File: config.mk
export PLATFORM = sky130hd
export DESIGN_NAME = led_chain_frame_serializer_top
export DESIGN_NICKNAME = d
export VERILOG_FILES = /design/src/rtl/core/lcfs_pkg.sv /design/src/rtl/core/lcfs_cell.sv /design/src/rtl/core/lcfs_chain.sv /design/src/rtl/core/led_chain_frame_serializer_top.sv
export SDC_FILE = /design/constraint.sdc
export NUM_CORES = 1
export LEC_CHECK = 0
export ABC_AREA = 1
export CAP_MARGIN = 20
export CORE_ASPECT_RATIO = 1.5
export CORE_MARGIN = 2
export CORE_UTILIZATION = 46
export CTS_BUF_LIST = sky130_fd_sc_hd__clkbuf_4 sky130_fd_sc_hd__clkbuf_8
export CTS_CLUSTER_DIAMETER = 200
export CTS_CLUSTER_SIZE = 12
export DETAILED_ROUTE_END_ITERATION = 8
export DONT_BUFFER_PORTS = 1
export HOLD_SLACK_MARGIN = 0.06
export PLACE_DENSITY = 0.71
export SLEW_MARGIN = 20
export SYNTH_ARGS = -nofsm -noshare
export SYNTH_HDL_FRONTEND = slang
export SYNTH_SLANG_ARGS = --single-unit
File: constraint.sdc
create_clock -name clk -period 7.9 [get_ports clk]
set_clock_uncertainty 0.1 [all_clocks]
set_input_delay 0.395 -clock clk [delete_from_list [all_inputs] [get_ports clk]]
set_output_delay 0.395 -clock clk [all_outputs]
set_load 0.05 [all_outputs]
File: src/rtl/core/lcfs_pkg.sv
// ----------------------------------------------------------------------------
// LED chain frame serializer package
// Shared constants, codes and beat types for the frame serializer.
// ----------------------------------------------------------------------------
package lcfs_pkg;

	// Frame layout: bar bytes, then red, green and blue
	localparam int BAR_LEDS      = 6;
	localparam int RGB_BYTES     = 3;
	localparam int FRAME_LEN     = BAR_LEDS + RGB_BYTES;
	localparam int FRAME_BITS    = FRAME_LEN * 8;
	localparam int BIT_POS_W     = $clog2(FRAME_BITS);
	localparam int COUNT_W       = 4;
	localparam int MASK_W        = 3;

	// Register widths
	localparam int BAR_REG_W     = 48;
	localparam int BAR_REG_BYTES = BAR_REG_W / 8;
	localparam int RGB_REG_W     = 24;
	localparam int UNIT_W        = 8;
	localparam int GAP_W         = 16;
	localparam int CFG_DATA_W    = 48;
	localparam int CFG_INDEX_W   = 3;

	// Register reset values
	localparam logic [BAR_REG_W-1:0] BAR_LEVELS_RST = 48'hFFA0_A030_3030;
	localparam logic [RGB_REG_W-1:0] RGB_LEVELS_RST = 24'h45_4050;
	localparam logic [UNIT_W-1:0]    UNIT_TICKS_RST = 8'd1;
	localparam logic [UNIT_W-1:0]    ONE_HIGH_RST   = 8'd7;
	localparam logic [UNIT_W-1:0]    ZERO_HIGH_RST  = 8'd2;
	localparam logic [UNIT_W-1:0]    BIT_UNITS_RST  = 8'd8;
	localparam logic [GAP_W-1:0]     GAP_UNITS_RST  = 16'd1000;

	// Register indexes
	typedef enum logic [CFG_INDEX_W-1:0] {
		REG_BAR_LEVELS = 3'd0,
		REG_RGB_LEVELS = 3'd1,
		REG_UNIT_TICKS = 3'd2,
		REG_ONE_HIGH   = 3'd3,
		REG_ZERO_HIGH  = 3'd4,
		REG_BIT_UNITS  = 3'd5,
		REG_GAP_UNITS  = 3'd6
	} cfg_reg_t;

	// Command codes
	typedef enum logic [1:0] {
		MODE_TICK  = 2'd0,
		MODE_BAR   = 2'd1,
		MODE_COLOR = 2'd2,
		MODE_CLEAR = 2'd3
	} mode_t;

	// Serializer phase
	typedef enum logic [1:0] {
		PH_IDLE = 2'd0,
		PH_SEND = 2'd1,
		PH_GAP  = 2'd2
	} phase_t;

	// Input beat
	typedef struct packed {
		logic [1:0]         mode;
		logic [COUNT_W-1:0] bar_count;
		logic [MASK_W-1:0]  color_mask;
	} in_item_t;

	// Result beat
	typedef struct packed {
		logic line_level;
		logic busy_res;
		logic frame_done;
		logic rejected;
	} out_item_t;

	// Control from the sequencer to the byte chain
	typedef struct packed {
		logic rotate;
		logic load_bar;
		logic load_rgb;
		logic load_clr;
	} chain_ctrl_t;

endpackage

File: src/rtl/core/lcfs_cell.sv
// ----------------------------------------------------------------------------
// LED chain frame serializer byte cell
// Holds one frame byte; loads a new byte or shifts one bit toward its
// neighbor, taking the MSB of the next cell into its LSB.
// ----------------------------------------------------------------------------
module lcfs_cell
	import lcfs_pkg::*;
(
	input  logic       clk,
	input  logic       arst_n,
	input  logic       shift,
	input  logic       load,
	input  logic [7:0] load_data,
	input  logic       shift_in,
	output logic       msb,
	output logic       msb_next
);

	logic [7:0] byte_q;
	logic [7:0] byte_d;

	// Select load, shift or hold
	always_comb begin
		if (load) begin
			byte_d = load_data;
		end else if (shift) begin
			byte_d = {byte_q[6:0], shift_in};
		end else begin
			byte_d = byte_q;
		end
	end

	always_ff @(posedge clk or negedge arst_n) begin
		if (!arst_n) begin
			byte_q <= '0;
		end else begin
			byte_q <= byte_d;
		end
	end

	assign msb      = byte_q[7];
	assign msb_next = byte_d[7];

endmodule

File: src/rtl/core/lcfs_chain.sv
// ----------------------------------------------------------------------------
// LED chain frame serializer byte chain
// Ring of byte cells holding the frame. One rotate moves the whole frame one
// bit toward cell zero, so cell zero's MSB is always the bit on the wire and
// a full frame of rotates restores the original bytes.
// ----------------------------------------------------------------------------
module lcfs_chain
	import lcfs_pkg::*;
(
	input  logic                 clk,
	input  logic                 arst_n,
	input  chain_ctrl_t          ctrl,
	input  logic [BAR_REG_W-1:0] bar_levels,
	input  logic [RGB_REG_W-1:0] rgb_levels,
	input  logic [COUNT_W-1:0]   bar_count,
	input  logic [MASK_W-1:0]    color_mask,
	output logic                 head_next
);

	logic [FRAME_LEN-1:0] msb;
	logic [FRAME_LEN-1:0] msb_next;
	logic [COUNT_W-1:0]   lit_count;

	// Saturate the lit bar count
	assign lit_count = (bar_count > COUNT_W'(BAR_LEDS)) ? COUNT_W'(BAR_LEDS) : bar_count;

	for (genvar i = 0; i < FRAME_LEN; i++) begin : g_cell
		logic       ld;
		logic [7:0] ld_data;

		if (i < BAR_LEDS) begin : g_bar
			logic [7:0] lvl;
			if (i < BAR_REG_BYTES) begin : g_reg
				assign lvl = bar_levels[8*i +: 8];
			end else begin : g_none
				assign lvl = '0;
			end
			assign ld      = ctrl.load_bar | ctrl.load_clr;
			assign ld_data = (ctrl.load_bar && (COUNT_W'(i) < lit_count)) ? lvl : '0;
		end else begin : g_rgb
			assign ld      = ctrl.load_rgb | ctrl.load_clr;
			assign ld_data = (ctrl.load_rgb && color_mask[i-BAR_LEDS]) ?
				rgb_levels[8*(i-BAR_LEDS) +: 8] : '0;
		end

		lcfs_cell u_cell (
			.clk       (clk),
			.arst_n    (arst_n),
			.shift     (ctrl.rotate),
			.load      (ld),
			.load_data (ld_data),
			.shift_in  (msb[(i+1) % FRAME_LEN]),
			.msb       (msb[i]),
			.msb_next  (msb_next[i])
		);
	end

	assign head_next = msb_next[0];

endmodule

File: src/rtl/core/led_chain_frame_serializer_top.sv
// ----------------------------------------------------------------------------
// LED chain frame serializer top level
// A result beat is registered into the output register, or into the skid while
// an output beat is held. Throughput: one beat per cycle unless the skid is full;
// a two-entry buffer (register plus skid) keeps input ready while one result waits.
// Reset: idle, frame bytes zero, counters zero, registers at their defaults.
// Frame: 72 bits through a 9-cell rotating byte chain, one bit per bit period.
// ----------------------------------------------------------------------------
module led_chain_frame_serializer_top
	import lcfs_pkg::*;
(
	input  logic                   clk,
	input  logic                   arst_n,
	input  logic                   cfg_we,
	input  logic [CFG_INDEX_W-1:0] cfg_index,
	input  logic [CFG_DATA_W-1:0]  cfg_data,
	input  logic                   in_valid,
	output logic                   in_ready,
	input  in_item_t               in_data,
	output logic                   out_valid,
	input  logic                   out_ready,
	output out_item_t              out_data
);

	// Configuration registers
	logic [BAR_REG_W-1:0] bar_levels_q;
	logic [RGB_REG_W-1:0] rgb_levels_q;
	logic [UNIT_W-1:0]    unit_ticks_q;
	logic [UNIT_W-1:0]    one_high_q;
	logic [UNIT_W-1:0]    zero_high_q;
	logic [UNIT_W-1:0]    bit_units_q;
	logic [GAP_W-1:0]     gap_units_q;

	// Sequencer state
	phase_t               phase_q, phase_d;
	logic [BIT_POS_W-1:0] bit_pos_q, bit_pos_d;
	logic [UNIT_W-1:0]    unit_cnt_q, unit_cnt_d;
	logic [UNIT_W-1:0]    tick_cnt_q, tick_cnt_d;
	logic [GAP_W-1:0]     gap_cnt_q, gap_cnt_d;

	// Output buffer
	out_item_t out_q, skid_q, res;
	logic      out_valid_q, skid_valid_q;

	logic        in_accept, is_cmd, start, reject, tick;
	logic        tick_roll, unit_roll, last_bit, gap_end;
	logic        head_next;
	logic [7:0]  high_units;
	chain_ctrl_t ctrl;

	// Write configuration registers
	always_ff @(posedge clk or negedge arst_n) begin
		if (!arst_n) begin
			bar_levels_q <= BAR_LEVELS_RST;
			rgb_levels_q <= RGB_LEVELS_RST;
			unit_ticks_q <= UNIT_TICKS_RST;
			one_high_q   <= ONE_HIGH_RST;
			zero_high_q  <= ZERO_HIGH_RST;
			bit_units_q  <= BIT_UNITS_RST;
			gap_units_q  <= GAP_UNITS_RST;
		end else if (cfg_we) begin
			unique case (cfg_index)
				REG_BAR_LEVELS: bar_levels_q <= cfg_data[BAR_REG_W-1:0];
				REG_RGB_LEVELS: rgb_levels_q <= cfg_data[RGB_REG_W-1:0];
				REG_UNIT_TICKS: unit_ticks_q <= cfg_data[UNIT_W-1:0];
				REG_ONE_HIGH:   one_high_q   <= cfg_data[UNIT_W-1:0];
				REG_ZERO_HIGH:  zero_high_q  <= cfg_data[UNIT_W-1:0];
				REG_BIT_UNITS:  bit_units_q  <= cfg_data[UNIT_W-1:0];
				REG_GAP_UNITS:  gap_units_q  <= cfg_data[GAP_W-1:0];
				default: ;
			endcase
		end
	end

	// Decode the input beat
	assign in_ready  = !skid_valid_q;
	assign in_accept = in_valid && in_ready;
	assign is_cmd    = in_data.mode != MODE_TICK;
	assign start     = in_accept && is_cmd && (phase_q == PH_IDLE);
	assign reject    = in_accept && is_cmd && (phase_q != PH_IDLE);
	assign tick      = in_accept && !is_cmd && (phase_q != PH_IDLE);

	// Counter wrap conditions
	assign tick_roll = !(({1'b0, tick_cnt_q} + 9'd1) < {1'b0, unit_ticks_q});
	assign unit_roll = !(({1'b0, unit_cnt_q} + 9'd1) < {1'b0, bit_units_q});
	assign last_bit  = bit_pos_q == BIT_POS_W'(FRAME_BITS - 1);
	assign gap_end   = ({1'b0, gap_cnt_q} + 17'd1) >= {1'b0, gap_units_q};

	// Next state and counters
	always_comb begin
		phase_d    = phase_q;
		bit_pos_d  = bit_pos_q;
		unit_cnt_d = unit_cnt_q;
		tick_cnt_d = tick_cnt_q;
		gap_cnt_d  = gap_cnt_q;
		if (start) begin
			phase_d    = PH_SEND;
			bit_pos_d  = '0;
			unit_cnt_d = '0;
			tick_cnt_d = '0;
			gap_cnt_d  = '0;
		end else if (tick) begin
			if (!tick_roll) begin
				tick_cnt_d = tick_cnt_q + 8'd1;
			end else begin
				tick_cnt_d = '0;
				unique case (phase_q)
					PH_SEND: begin
						if (!unit_roll) begin
							unit_cnt_d = unit_cnt_q + 8'd1;
						end else begin
							unit_cnt_d = '0;
							if (!last_bit) begin
								bit_pos_d = bit_pos_q + BIT_POS_W'(1);
							end else begin
								bit_pos_d = '0;
								gap_cnt_d = '0;
								phase_d   = (gap_units_q == '0) ? PH_IDLE : PH_GAP;
							end
						end
					end
					PH_GAP: begin
						if (gap_end) begin
							phase_d   = PH_IDLE;
							gap_cnt_d = '0;
						end else begin
							gap_cnt_d = gap_cnt_q + 16'd1;
						end
					end
					default: ;
				endcase
			end
		end
	end

	always_ff @(posedge clk or negedge arst_n) begin
		if (!arst_n) begin
			phase_q    <= PH_IDLE;
			bit_pos_q  <= '0;
			unit_cnt_q <= '0;
			tick_cnt_q <= '0;
			gap_cnt_q  <= '0;
		end else begin
			phase_q    <= phase_d;
			bit_pos_q  <= bit_pos_d;
			unit_cnt_q <= unit_cnt_d;
			tick_cnt_q <= tick_cnt_d;
			gap_cnt_q  <= gap_cnt_d;
		end
	end

	// Drive chain control and build the result
	always_comb begin
		ctrl.rotate   = tick && tick_roll && unit_roll && (phase_q == PH_SEND);
		ctrl.load_bar = start && (in_data.mode == MODE_BAR);
		ctrl.load_rgb = start && (in_data.mode == MODE_COLOR);
		ctrl.load_clr = start && (in_data.mode == MODE_CLEAR);
		high_units    = head_next ? one_high_q : zero_high_q;
		res.line_level = (phase_d == PH_SEND) && (unit_cnt_d < high_units);
		res.busy_res   = phase_d != PH_IDLE;
		res.frame_done = tick && tick_roll &&
			(((phase_q == PH_SEND) && unit_roll && last_bit && (gap_units_q == '0)) ||
			((phase_q == PH_GAP) && gap_end));
		res.rejected   = reject;
	end

	lcfs_chain u_chain (
		.clk        (clk),
		.arst_n     (arst_n),
		.ctrl       (ctrl),
		.bar_levels (bar_levels_q),
		.rgb_levels (rgb_levels_q),
		.bar_count  (in_data.bar_count),
		.color_mask (in_data.color_mask),
		.head_next  (head_next)
	);

	// Track output and skid occupancy
	always_ff @(posedge clk or negedge arst_n) begin
		if (!arst_n) begin
			out_valid_q  <= 1'b0;
			skid_valid_q <= 1'b0;
		end else if (out_valid_q && !out_ready) begin
			if (in_accept) begin
				skid_valid_q <= 1'b1;
			end
		end else begin
			out_valid_q  <= skid_valid_q | in_accept;
			skid_valid_q <= 1'b0;
		end
	end

	// Hold or advance the result payload
	always_ff @(posedge clk) begin
		if (out_valid_q && !out_ready) begin
			if (in_accept) begin
				skid_q <= res;
			end
		end else begin
			out_q <= skid_valid_q ? skid_q : res;
		end
	end

	assign out_valid = out_valid_q;
	assign out_data  = out_q;

	// Skid entry only fills behind a held output beat
	a_skid_behind_out: assert property (@(posedge clk) disable iff (!arst_n)
		skid_valid_q |-> out_valid_q)
		else $error("skid beat held without an output beat");

	// Idle sequencer keeps its bit-level counters cleared
	a_idle_counters: assert property (@(posedge clk) disable iff (!arst_n)
		(phase_q == PH_IDLE) |-> ((tick_cnt_q == '0) && (unit_cnt_q == '0) &&
		(bit_pos_q == '0) && (gap_cnt_q == '0)))
		else $error("counters not cleared while idle");

	// Chain rotates only while sending
	a_rotate_in_send: assert property (@(posedge clk) disable iff (!arst_n)
		ctrl.rotate |-> ((phase_q == PH_SEND) && !start))
		else $error("chain rotated outside of a frame");

	// An accepted command enters the send phase next cycle
	a_start_sends: assert property (@(posedge clk) disable iff (!arst_n)
		start |=> (phase_q == PH_SEND))
		else $error("accepted command did not start a frame");

endmodule

Word level (Yosys, flattened, before mapping):

Index checks and enable logic that the tools add are counted.

* add/subtract/negate cells: 7
* multipliers: 0
* div/mod/pow operators: 0
* $lt $le $gt $ge: 11
* eq/ne operators: 18
* shift operators: 0
* multiplexer cells: 61
* bitwise gates (word level): 3
* reduce and logical (&&, ||, !) cells: 55

Operators by type and width (number)
* $mux W8: 36
* $mux W16: 6
* $mux W7: 6
* $pmux W16 S2: 1
* $logic_and A1 B1 Y1: 28
* $add A8 B1 Y9 const B: 2
* $lt A9 B8 Y1: 2
* $add A16 B1 Y17 const B: 1
* $ge A17 B16 Y1: 1
* $add A16 B1 Y16 const B: 1
* $add A8 B1 Y8 const B: 2
* $logic_not A16 Y1: 1
* $reduce_and A2 Y1: 8
* $mux W2: 7
* $reduce_bool A2 Y1: 7
* $eq A3 B3 Y1 const B: 3
* $lt A1 B4 Y1 const A: 2
* $lt A2 B4 Y1 const A: 2
* $lt A3 B4 Y1 const A: 2
* $lt A8 B8 Y1: 1
* $mux W4: 2
* $add A7 B1 Y7 const B: 1
* $eq A7 B7 Y1 const B: 1
* $eq A2 B1 Y1 const B: 3
* 16 further kinds: 29

* register bits after elaboration: 243
* latch bits: 0
* RAM bits: 0
* ROM bits: 0
* input port bits: 65
* output and inout port bits: 6
* word-level logic and storage cells: 187
* memories kept: 0

Longest topological paths before layout:

Gate-level depths: netlist of run 1.

* depth in word-level cells: 13
* depth in mapped cells: 29
* depth with buffers taken out: 29

Hierarchy:

Synthesis of run 1 repeated with hierarchy kept, for this count alone.

* cells, all modules: 1482
* area, all modules: 12655.9 sq um

Modules (own cells, without submodules)
* led_chain_frame_serializer_top: times used 1, cells each 928, area each 8602.0 sq um, seq. area each 4364.2 sq um
* lcfs_cell: times used 9, cells each 44, area each 377.9 sq um, seq. area each 200.2 sq um
* lcfs_chain: times used 1, cells each 158, area each 653.1 sq um, seq. area each 0.0 sq um

Worst setup path after synthesis of run 1:

No wires, ideal clock.

* kind: register -> register
* start point: reg tick_cnt_q[2]
* end point: reg out_q, in the netlist out_data[3] (data pin)
* library setup time: 0.130 ns
* arrival time: 3.417 ns
* data required time: 7.670 ns
* slack: 4.253 ns
* stages on the path, launching flop included: 30
* path buffers: 0
* clock period less this slack: 3.647 ns
* cell sequence: dfrtp_1 -> inv_1 -> nor3_1 -> inv_1 -> nor2_1 -> nand4_1 -> xor2_1 -> inv_1 -> ha_1 -> nand2_1 -> inv_1 -> a21oi_1 -> nand2_1 -> inv_1 -> nand2_1 -> nand2_2 -> nor2_4 -> nand2_2 -> nand2_1 -> nand3_1 -> nand2_2 -> mux2i_1 -> ha_1 -> a21oi_1 -> nor2_1 -> a211oi_1 -> nand2_1 -> nor2_1 -> nand3_1 -> nand2_1

* word-level cells in the longest chain between the ends: 12
* elaborated cells between the ends (all ways): 19
* classes of those cells: add/sub: 1; order compare: 2; eq/ne: 1; mux: 10; reduce/logical: 5

RTL lines
* start: declaration: RTL line led_chain_frame_serializer_top.sv:38 `logic [UNIT_W-1:0] tick_cnt_q, tick_cnt_d;`
* start signal: assignment: RTL line led_chain_frame_serializer_top.sv:147 `tick_cnt_q <= tick_cnt_d;`
* $add A8 B1 Y9: RTL line led_chain_frame_serializer_top.sv:84 `assign tick_roll = !(({1'b0, tick_cnt_q} + 9'd1) < {1'b0, unit_ticks_q});`
* $lt A9 B8 Y1: RTL line led_chain_frame_serializer_top.sv:84
* $logic_not A1 Y1: RTL line led_chain_frame_serializer_top.sv:84
* $logic_and A1 B1 Y1 (3 in a row): RTL line led_chain_frame_serializer_top.sv:154 `ctrl.rotate = tick && tick_roll && unit_roll && (phase_q == PH_SEND);`
* $mux W8: RTL line lcfs_cell.sv:26 `end else if (shift) begin`
* $mux W8: RTL line lcfs_cell.sv:24 `if (load) begin`
* via head_next: RTL line led_chain_frame_serializer_top.sv:47 `logic head_next;`
* $mux W8: RTL line led_chain_frame_serializer_top.sv:158 `high_units = head_next ? one_high_q : zero_high_q;`
* $lt A8 B8 Y1: RTL line led_chain_frame_serializer_top.sv:159 `res.line_level = (phase_d == PH_SEND) && (unit_cnt_d < high_units);`
* $logic_and A1 B1 Y1: RTL line led_chain_frame_serializer_top.sv:159
* $mux W4: RTL line led_chain_frame_serializer_top.sv:200 `out_q <= skid_valid_q ? skid_q : res;`
* end signal: assignment: RTL line led_chain_frame_serializer_top.sv:200
* end: declaration: RTL line led_chain_frame_serializer_top.sv:42 `out_item_t out_q, skid_q, res;`

The timed path passes the listed nets, and every way through them passes these cells. The select of a mux whose other input is x is not followed.
A chain may end at the register's enable or synchronous reset.

Worst setup path in the final report of run 1:

* start point: reg skid_valid_q
* end point: reg out_q, in the netlist out_data[3] (data pin)

* word-level cells in the longest chain between the ends: 13
* elaborated cells between the ends (all ways): 25
* classes of those cells: order compare: 1; eq/ne: 1; mux: 9; bitwise: 1; reduce/logical: 13

RTL lines
* start: declaration: RTL line led_chain_frame_serializer_top.sv:43 `logic out_valid_q, skid_valid_q;`
* start signal: assignment: RTL line led_chain_frame_serializer_top.sv:182 `skid_valid_q <= 1'b0;`
* start signal: assignment: RTL line led_chain_frame_serializer_top.sv:185 `skid_valid_q <= 1'b1;`
* start signal: assignment: RTL line led_chain_frame_serializer_top.sv:189 `skid_valid_q <= 1'b0;`
* $logic_not A1 Y1 (*): RTL line led_chain_frame_serializer_top.sv:76 `assign in_ready = !skid_valid_q;`
* via in_ready: RTL line led_chain_frame_serializer_top.sv:18 `output logic in_ready,`
* $logic_and A1 B1 Y1 (*): RTL line led_chain_frame_serializer_top.sv:77 `assign in_accept = in_valid && in_ready;`
* $logic_and A1 B1 Y1 (2 in a row): RTL line led_chain_frame_serializer_top.sv:81 `assign tick = in_accept && !is_cmd && (phase_q != PH_IDLE);`
* $logic_and A1 B1 Y1 (3 in a row): RTL line led_chain_frame_serializer_top.sv:154
* $mux W8: RTL line lcfs_cell.sv:26
* $mux W8 (*): RTL line lcfs_cell.sv:24
* via head_next: RTL line led_chain_frame_serializer_top.sv:47
* $mux W8 (*): RTL line led_chain_frame_serializer_top.sv:158
* $lt A8 B8 Y1 (*): RTL line led_chain_frame_serializer_top.sv:159
* $logic_and A1 B1 Y1 (*): RTL line led_chain_frame_serializer_top.sv:159
* $mux W4 (*): RTL line led_chain_frame_serializer_top.sv:200

The timed path passes the listed nets; every way through them passes the cells marked *. The select of a mux whose other input is x is not followed.

==> impl_metrics.ini, run 1 <==
[run_status]
outcome = finished, final reports clean

[finish]
area_delta_synth_final_pct = 10.8
layout.cells.most_common_list = 290 x nand2_1, 224 x inv_1, 200 x o21ai_0
fin_util_pct = 51.4
nFillCells = 2406
fin_nets = 1522
regArea_um2 = 6170
multi_input_comb_area_um2 = 4650
drive_above_1_share_pct = 8.67
final_common_cell = nand2_1
diodes = 0

[sta]
worst_slew_pin_slew_ns = 0.992
relSlewSlack_pct = 33.3
setup_tns_ns = 0
final_max_slew_viol_count = 0
grt_setup_unrepaired = no
post-route-min-period_ns = 4.57
setup_viol = 0
fmax_ghz = 0.219
hold_viol = 0
post-route-period-util_pct = 57.9

[detailed_routing]
wl_met2_um = 14100
dr_wl_met3_um = 1120
wl_met1_um = 10800
viasPerCell = 5.23
num_vias = 9233
routed_wl_um = 27000
top_layer_used = met4
drcViolationCount = 0
drt_iter0_markers = 614
ant_nets = 0
drt-wirelength-per-cell_um = 15.3
dr.pass1.iters = 5

[global_route]
gr-usage-all-layers_pct = 20.5
antenna_found_initial = 0
grt_max_degree = 236
overflow = 0
grt_pass1_wl_um = 45100
grt_pass1_vias = 9220

[critical_path]
path_delay_family = simple AND/OR/NAND/NOR gates
r2r-start = skid_valid_q$_DFFE_PN0P_
cpMostUsedCell = nand2_1
slowest_stage = dfrtp_1
worstPathMaxFanout = 26
cp-end-kind = flip-flop
crit_chain = inv_2 -> nand2_2 -> nor2_2 -> nand2_1 -> clkinv_2 -> nand2_2 -> inv_4 -> nand2_4 -> nor2_4 -> nand2_1 -> nand2_2 -> mux2i_1 -> ha_1 -> a21oi_1 -> nor2_1 -> a211oi_1 -> nand2_1 -> nor2_1 -> nand3_1 -> nand2_1
critical_path_buf_inv_count = 3
path_class = reg -> reg
max_stage_delay_ns = 0.44
startpoint = skid_valid_q$_DFFE_PN0P_
required_ns = 8.24
startpoint_type = flip-flop
critPathArrivalTime_ns = 4.91

[floorplanning]
die_h_um = 201
initial_core_util_pct = 46.4
ios = 71
num_rows = 72
die_x_um = 135
core_area_um2 = 25600
die_area_um2 = 27200

[pwr]
ir_worst_vdd_mv = 0.204
leakage_nw = 6.34
power_density_nw_per_um2 = 260

[synthesis]
synth_nets = 1490
synth_top_family_by_area = simple AND/OR/NAND/NOR gates
avgSynthCellArea_um2 = 8.60
yosys.area_share.simple_pct = 16.7
synth_compound_area_share_pct = 14.9
muxShareOfSynthArea_pct = 1.35
yosysWarningCount = 0
syn_inst = 1381
syn-cell-area_um2 = 11900
ys_seq_area_share_pct = 51.9
synth_cell_type_count = 48
synth-seq-cells = 243
synth_xor_area_share_pct = 1.55
synth_fa_ha_area_share_pct = 4.63

[place]
dp_hpwl_um = 18700
globalplace.congestion = 0.863
portBuffers = 0

[clock_network]
numClockSinks = 243
cts-resized-gates = 0
cts_tree = done
htreeDepth = 1
post-cts-setup-buffers = 0
clk_pin_slew_ns = 0.09
cts-root-buf = clkbuf_8
clk_latency_ns = 0.57
numCtsBuffers = 24
cts.path.max_buffers = 3
holdBufCountCts = 51

[min_path]
hold_class = in -> reg
min-delay-start = cfg_data[6]

[job]
cap_violations = 0
cell type report:
| type | instances | share of cell area, % |
|---|---|---|
| clock buffer | 42 | 3.54 |
| clock inverter | 2 | 0.152 |
| inverter | 229 | 6.56 |
| multi-input combinational | 860 | 35.3 |
| sequential | 243 | 46.9 |
| tap | 333 | 3.17 |
| timing repair buffer | 55 | 4.39 |
stage by stage:
step	area [um^2]	hold WS [ns]	std cells	total power [mW]	worst slack, ns
final	13200	0.126	1764	3.42	3.33
after global routing	13200	0.123	1764	3.67	2.92
after CTS	13100	0.0873	1763	3.45	3.35
after detailed placement	12100	0.00744	1668	2.59	3.38
after global placement	12100	0.00872	1668	2.55	3.50
after floorplan	11900	-0.000591	1381	2.38	4.25
cell families (layout without fill, tap and decap cells):
| group | after synthesis | after routing |
|---|---|---|
| compound gates | 319 | 319 |
| xor+xnor | 21 | 21 |
| fa+ha+maj | 44 | 44 |
| buf+inv | 278 | 328 |
| flops | 243 | 243 |
| mux | 15 | 15 |
| simple gates | 461 | 461 |
state kept, by name, indices dropped and copies added (netlist names), 4 cells and up:
name                          count
bar_levels_q                     48
bit_pos_q                         7
bit_units_q                       8
gap_cnt_q                        16
gap_units_q                      16
one_high_q                        8
out_data                          4
rgb_levels_q                     24
skid_q                            4
tick_cnt_q                        8
u_chain.g_cell.u_cell.byte_q     72
unit_cnt_q                        8
unit_ticks_q                      8
zero_high_q                       8
cells in the mapped netlist, drive strengths merged:
| cell | n | share of area (%) |
|---|---|---|
| o41ai | 2 | 0.15 |
| o211ai | 2 | 0.13 |
| nor3 | 9 | 0.46 |
| nand3 | 54 | 2.3 |
| o32ai | 1 | 0.074 |
| a22oi | 16 | 1.0 |
| edfxtp | 8 | 2.0 |
| nand4 | 16 | 0.84 |
| and2 | 2 | 0.11 |
| nand2 | 300 | 9.7 |
| ha | 44 | 4.6 |
| mux2i | 7 | 0.59 |
| nand3b | 4 | 0.25 |
| o31ai | 2 | 0.13 |
| a211oi | 3 | 0.23 |
| nor2 | 69 | 2.6 |
| clkinv | 1 | 0.042 |
| dfstp | 36 | 8.0 |
| xnor2 | 2 | 0.15 |
| xor2 | 19 | 1.4 |
| a22o | 1 | 0.074 |
| clkbuf | 31 | 0.98 |
| inv | 228 | 7.2 |
| o221ai | 6 | 0.44 |
| o21a | 1 | 0.063 |
| mux2 | 8 | 0.76 |
| nor3b | 1 | 0.063 |
| o22ai | 32 | 1.7 |
| dfrtp | 199 | 42 |
| a32o | 4 | 0.34 |
| o21ai | 202 | 8.5 |
| a21oi | 46 | 2.0 |
| nor4 | 6 | 0.32 |
| o21bai | 1 | 0.063 |
| buf | 18 | 0.80 |
final timing paths:
| check | slack (ns) | end | cells after the start |
|---|---|---|---|
| min reg2reg | 0.39 | bar_levels_q[45]$_DFFE_PN1P_ | 2 |
| max in group asynchronous | 6.30 | bar_levels_q[35]$_DFFE_PN0P_ | 3 |
| max reg2reg | 3.33 | out_data[3]$_DFFE_PN_ | 20 |
| min in group asynchronous | 0.30 | gap_cnt_q[3]$_DFFE_PN0P_ | 2 |
| min | 0.13 | rgb_levels_q[6]$_DFFE_PN1P_ | 2 |
| max | 3.33 | out_data[3]$_DFFE_PN_ | 20 |
layer usage:
| layer | vias to the layer above | GRT usage [%] |
|---|---|---|
| li1 | 4551 | - |
| met1 | 4415 | 24.7 |
| met2 | 206 | 36.5 |
| met3 | 61 | 2.80 |
| met4 | 0 | 8.82 |
| met5 | - | 0 |
where the power goes:
| part | internal (mW) | switching (mW) |
|---|---|---|
| logic | 0.344 | 0.509 |
| clock network | 0.374 | 0.431 |
| registers | 1.59 | 0.168 |
| total | 2.31 | 1.11 |
worst reg2reg max path, cell delays in order (launching register included):
cell      delay, ns
dfrtp_1        0.44
inv_2          0.27
nand2_2        0.13
nor2_2         0.12
nand2_1        0.34
clkinv_2       0.35
nand2_2        0.34
inv_4          0.38
nand2_4        0.12
nor2_4         0.18
nand2_1        0.12
nand2_2        0.24
mux2i_1        0.24
ha_1           0.26
a21oi_1        0.13
nor2_1         0.06
a211oi_1       0.22
nand2_1        0.09
nor2_1         0.13
nand3_1        0.09
nand2_1        0.07
No activity file was read; power rests on OpenSTA's default activity.
==> run 2: changes to the inputs <==
clock period = 4.75 ns   (was 7.9 ns; I/O delays follow)
==> run 2 against run 1 <==
The flow now finishes with violations (negative hold slack). Sequential share of layout area is 0.38 points lower. Total power is 66% higher. Clock power is 68% higher. Utilization is 0.42 points higher. Critical path depth is 9 higher. Register-to-register slack worse by 2.8 ns. Hold slack worse by 0.87 ns. Via count is 1.2% higher. First-iteration DRC count is 0.16% higher. Critical endpoint unchanged. Highest routed layer unchanged.
==> impl_metrics.ini, run 2 (same netlist as run 1, synthesis figures left out) <==
[critical_path]
slowest_stage = dfrtp_1
path_class = reg -> reg
startpoint_type = flip-flop
r2r_slack_ns = 0.48
required_ns = 5.06
r2r-start = tick_cnt_q[2]$_DFFE_PN0P_
cpMostUsedCell = nand2_1
rr_endpoint = out_data[3]$_DFFE_PN_
critPathArrivalTime_ns = 4.58
worstPathMaxFanout = 13
r2r_cells = 29
cp-end-kind = flip-flop
critical_path_buf_inv_count = 5
path_delay_family = simple AND/OR/NAND/NOR gates
max_stage_delay_ns = 0.39

[finish]
largest_reg_flops = 72
reg_top3 = u_chain.g_cell.u_cell.byte_q: 72 flops, bar_levels_q: 48 flops, rgb_levels_q: 24 flops
fin_util_pct = 51.9
finalInstanceArea_um2 = 13300
drive_above_1_share_pct = 8.64
top_register = u_chain.g_cell.u_cell.byte_q
fin_nets = 1537
area_delta_synth_final_pct = 11.7
layout.cells.most_common_list = 290 x nand2_1, 224 x inv_1, 200 x o21ai_0
diodes = 0
final_common_cell = nand2_1

[global_route]
grt_pass1_wl_um = 45700
grt_max_degree = 236
gr-usage-all-layers_pct = 20.6
grt_pass1_vias = 9265
overflow = 0
antenna_found_initial = 0

[run_status]
outcome = finished with violations
violations = negative hold slack

[floorplanning]
die_h_um = 201
die_x_um = 135
core_area_um2 = 25600
num_rows = 72
die_area_um2 = 27200
ios = 71
initial_core_util_pct = 46.4

[clock_network]
numClockSinks = 243
htreeDepth = 1
numCtsBuffers = 24
clk_pin_slew_ns = 0.09
cts-root-buf = clkbuf_8
cts_tree = done
holdBufCountCts = 63
cts.path.max_buffers = 3
clk_latency_ns = 0.56
post-cts-setup-buffers = 0

[pwr]
power_density_nw_per_um2 = 427
leakage_nw = 6.40
ir_worst_vdd_mv = 0.290

[place]
postPlaceCellArea_um2 = 12100
globalplace.congestion = 0.873
portBuffers = 0
dp_hpwl_um = 18400

[detailed_routing]
num_vias = 9340
routed_wl_um = 27300
drt-wirelength-per-cell_um = 15.4
drt_iter0_markers = 615
dr.pass1.iters = 5
viasPerCell = 5.25
ant_nets = 0
drcViolationCount = 0

[sta]
post-route-min-period_ns = 4.27
post-route-period-util_pct = 89.8
fmax_ghz = 0.234
final_max_slew_viol_count = 0
hold_viol = 235
setup_viol = 0
worst_slew_pin_slew_ns = 0.930
timing.hold.ws_ns = -0.741
relSlewSlack_pct = 37.8

[min_path]
hold_class = in -> async

[job]
cap_violations = 0
[run 2: repair_timing]
item,CTS,global route
setup endpoints to repair,0,2
gates resized for setup,0,2
endpoints found under the hold margin,406,235
[run 2: worst max path at each step]
stage,startpoint,end,slack [ns],cells past startpoint
4_1_cts,tick_cnt_q[2]$_DFFE_PN0P_,out_data[3]$_DFFE_PN_,0.40,29
3_5_place_dp,tick_cnt_q[2]$_DFFE_PN0P_,out_data[3]$_DFFE_PN_,0.48,29
6_report,tick_cnt_q[2]$_DFFE_PN0P_,out_data[3]$_DFFE_PN_,0.48,29
5_1_grt,tick_cnt_q[2]$_DFFE_PN0P_,out_data[3]$_DFFE_PN_,-0.005,29
2_1_floorplan,tick_cnt_q[2]$_DFFE_PN0P_,out_data[3]$_DFFE_PN_,1.10,29
3_3_place_gp,tick_cnt_q[2]$_DFFE_PN0P_,out_data[3]$_DFFE_PN_,0.63,29
[run 2: power breakdown]
part,total [mW],switching (mW),internal (mW)
clock network,1.35,0.724,0.622
registers,2.92,0.274,2.65
logic,1.40,0.820,0.577
total,5.66,1.82,3.85
[run 2: per-layer routing]
metal / share of wire (%) / global-route usage, %
met3: 4.4 / 2.42
met2: 51 / 36.3
met5: 0 / 0
met4: 3.9 / 8.11
met1: 41 / 25.6
[run 2: per-stage QoR]
step,std cells,setup slack (ns),hold WS (ns),setup TNS [ns],power [mW]
3_3_place_gp,1672,0.628,-0.153,0,4.22
6_report,1779,0.483,-0.741,0,5.66
5_1_grt,1779,-0.00461,-0.777,-0.00461,6.07
2_1_floorplan,1381,1.10,-0.158,0,3.96
4_1_cts,1779,0.398,-0.771,0,5.69
3_5_place_dp,1672,0.481,-0.154,0,4.29
[run 2: final cells by class]
type,count,area (um^2)
Fill cell,2417,12300
Sequential cell,243,6170
Multi-Input combinational cell,860,4650
Inverter,229,863
Timing Repair Buffer,70,683
Clock buffer,42,465
Tap cell,333,417
Clock inverter,2,20.0
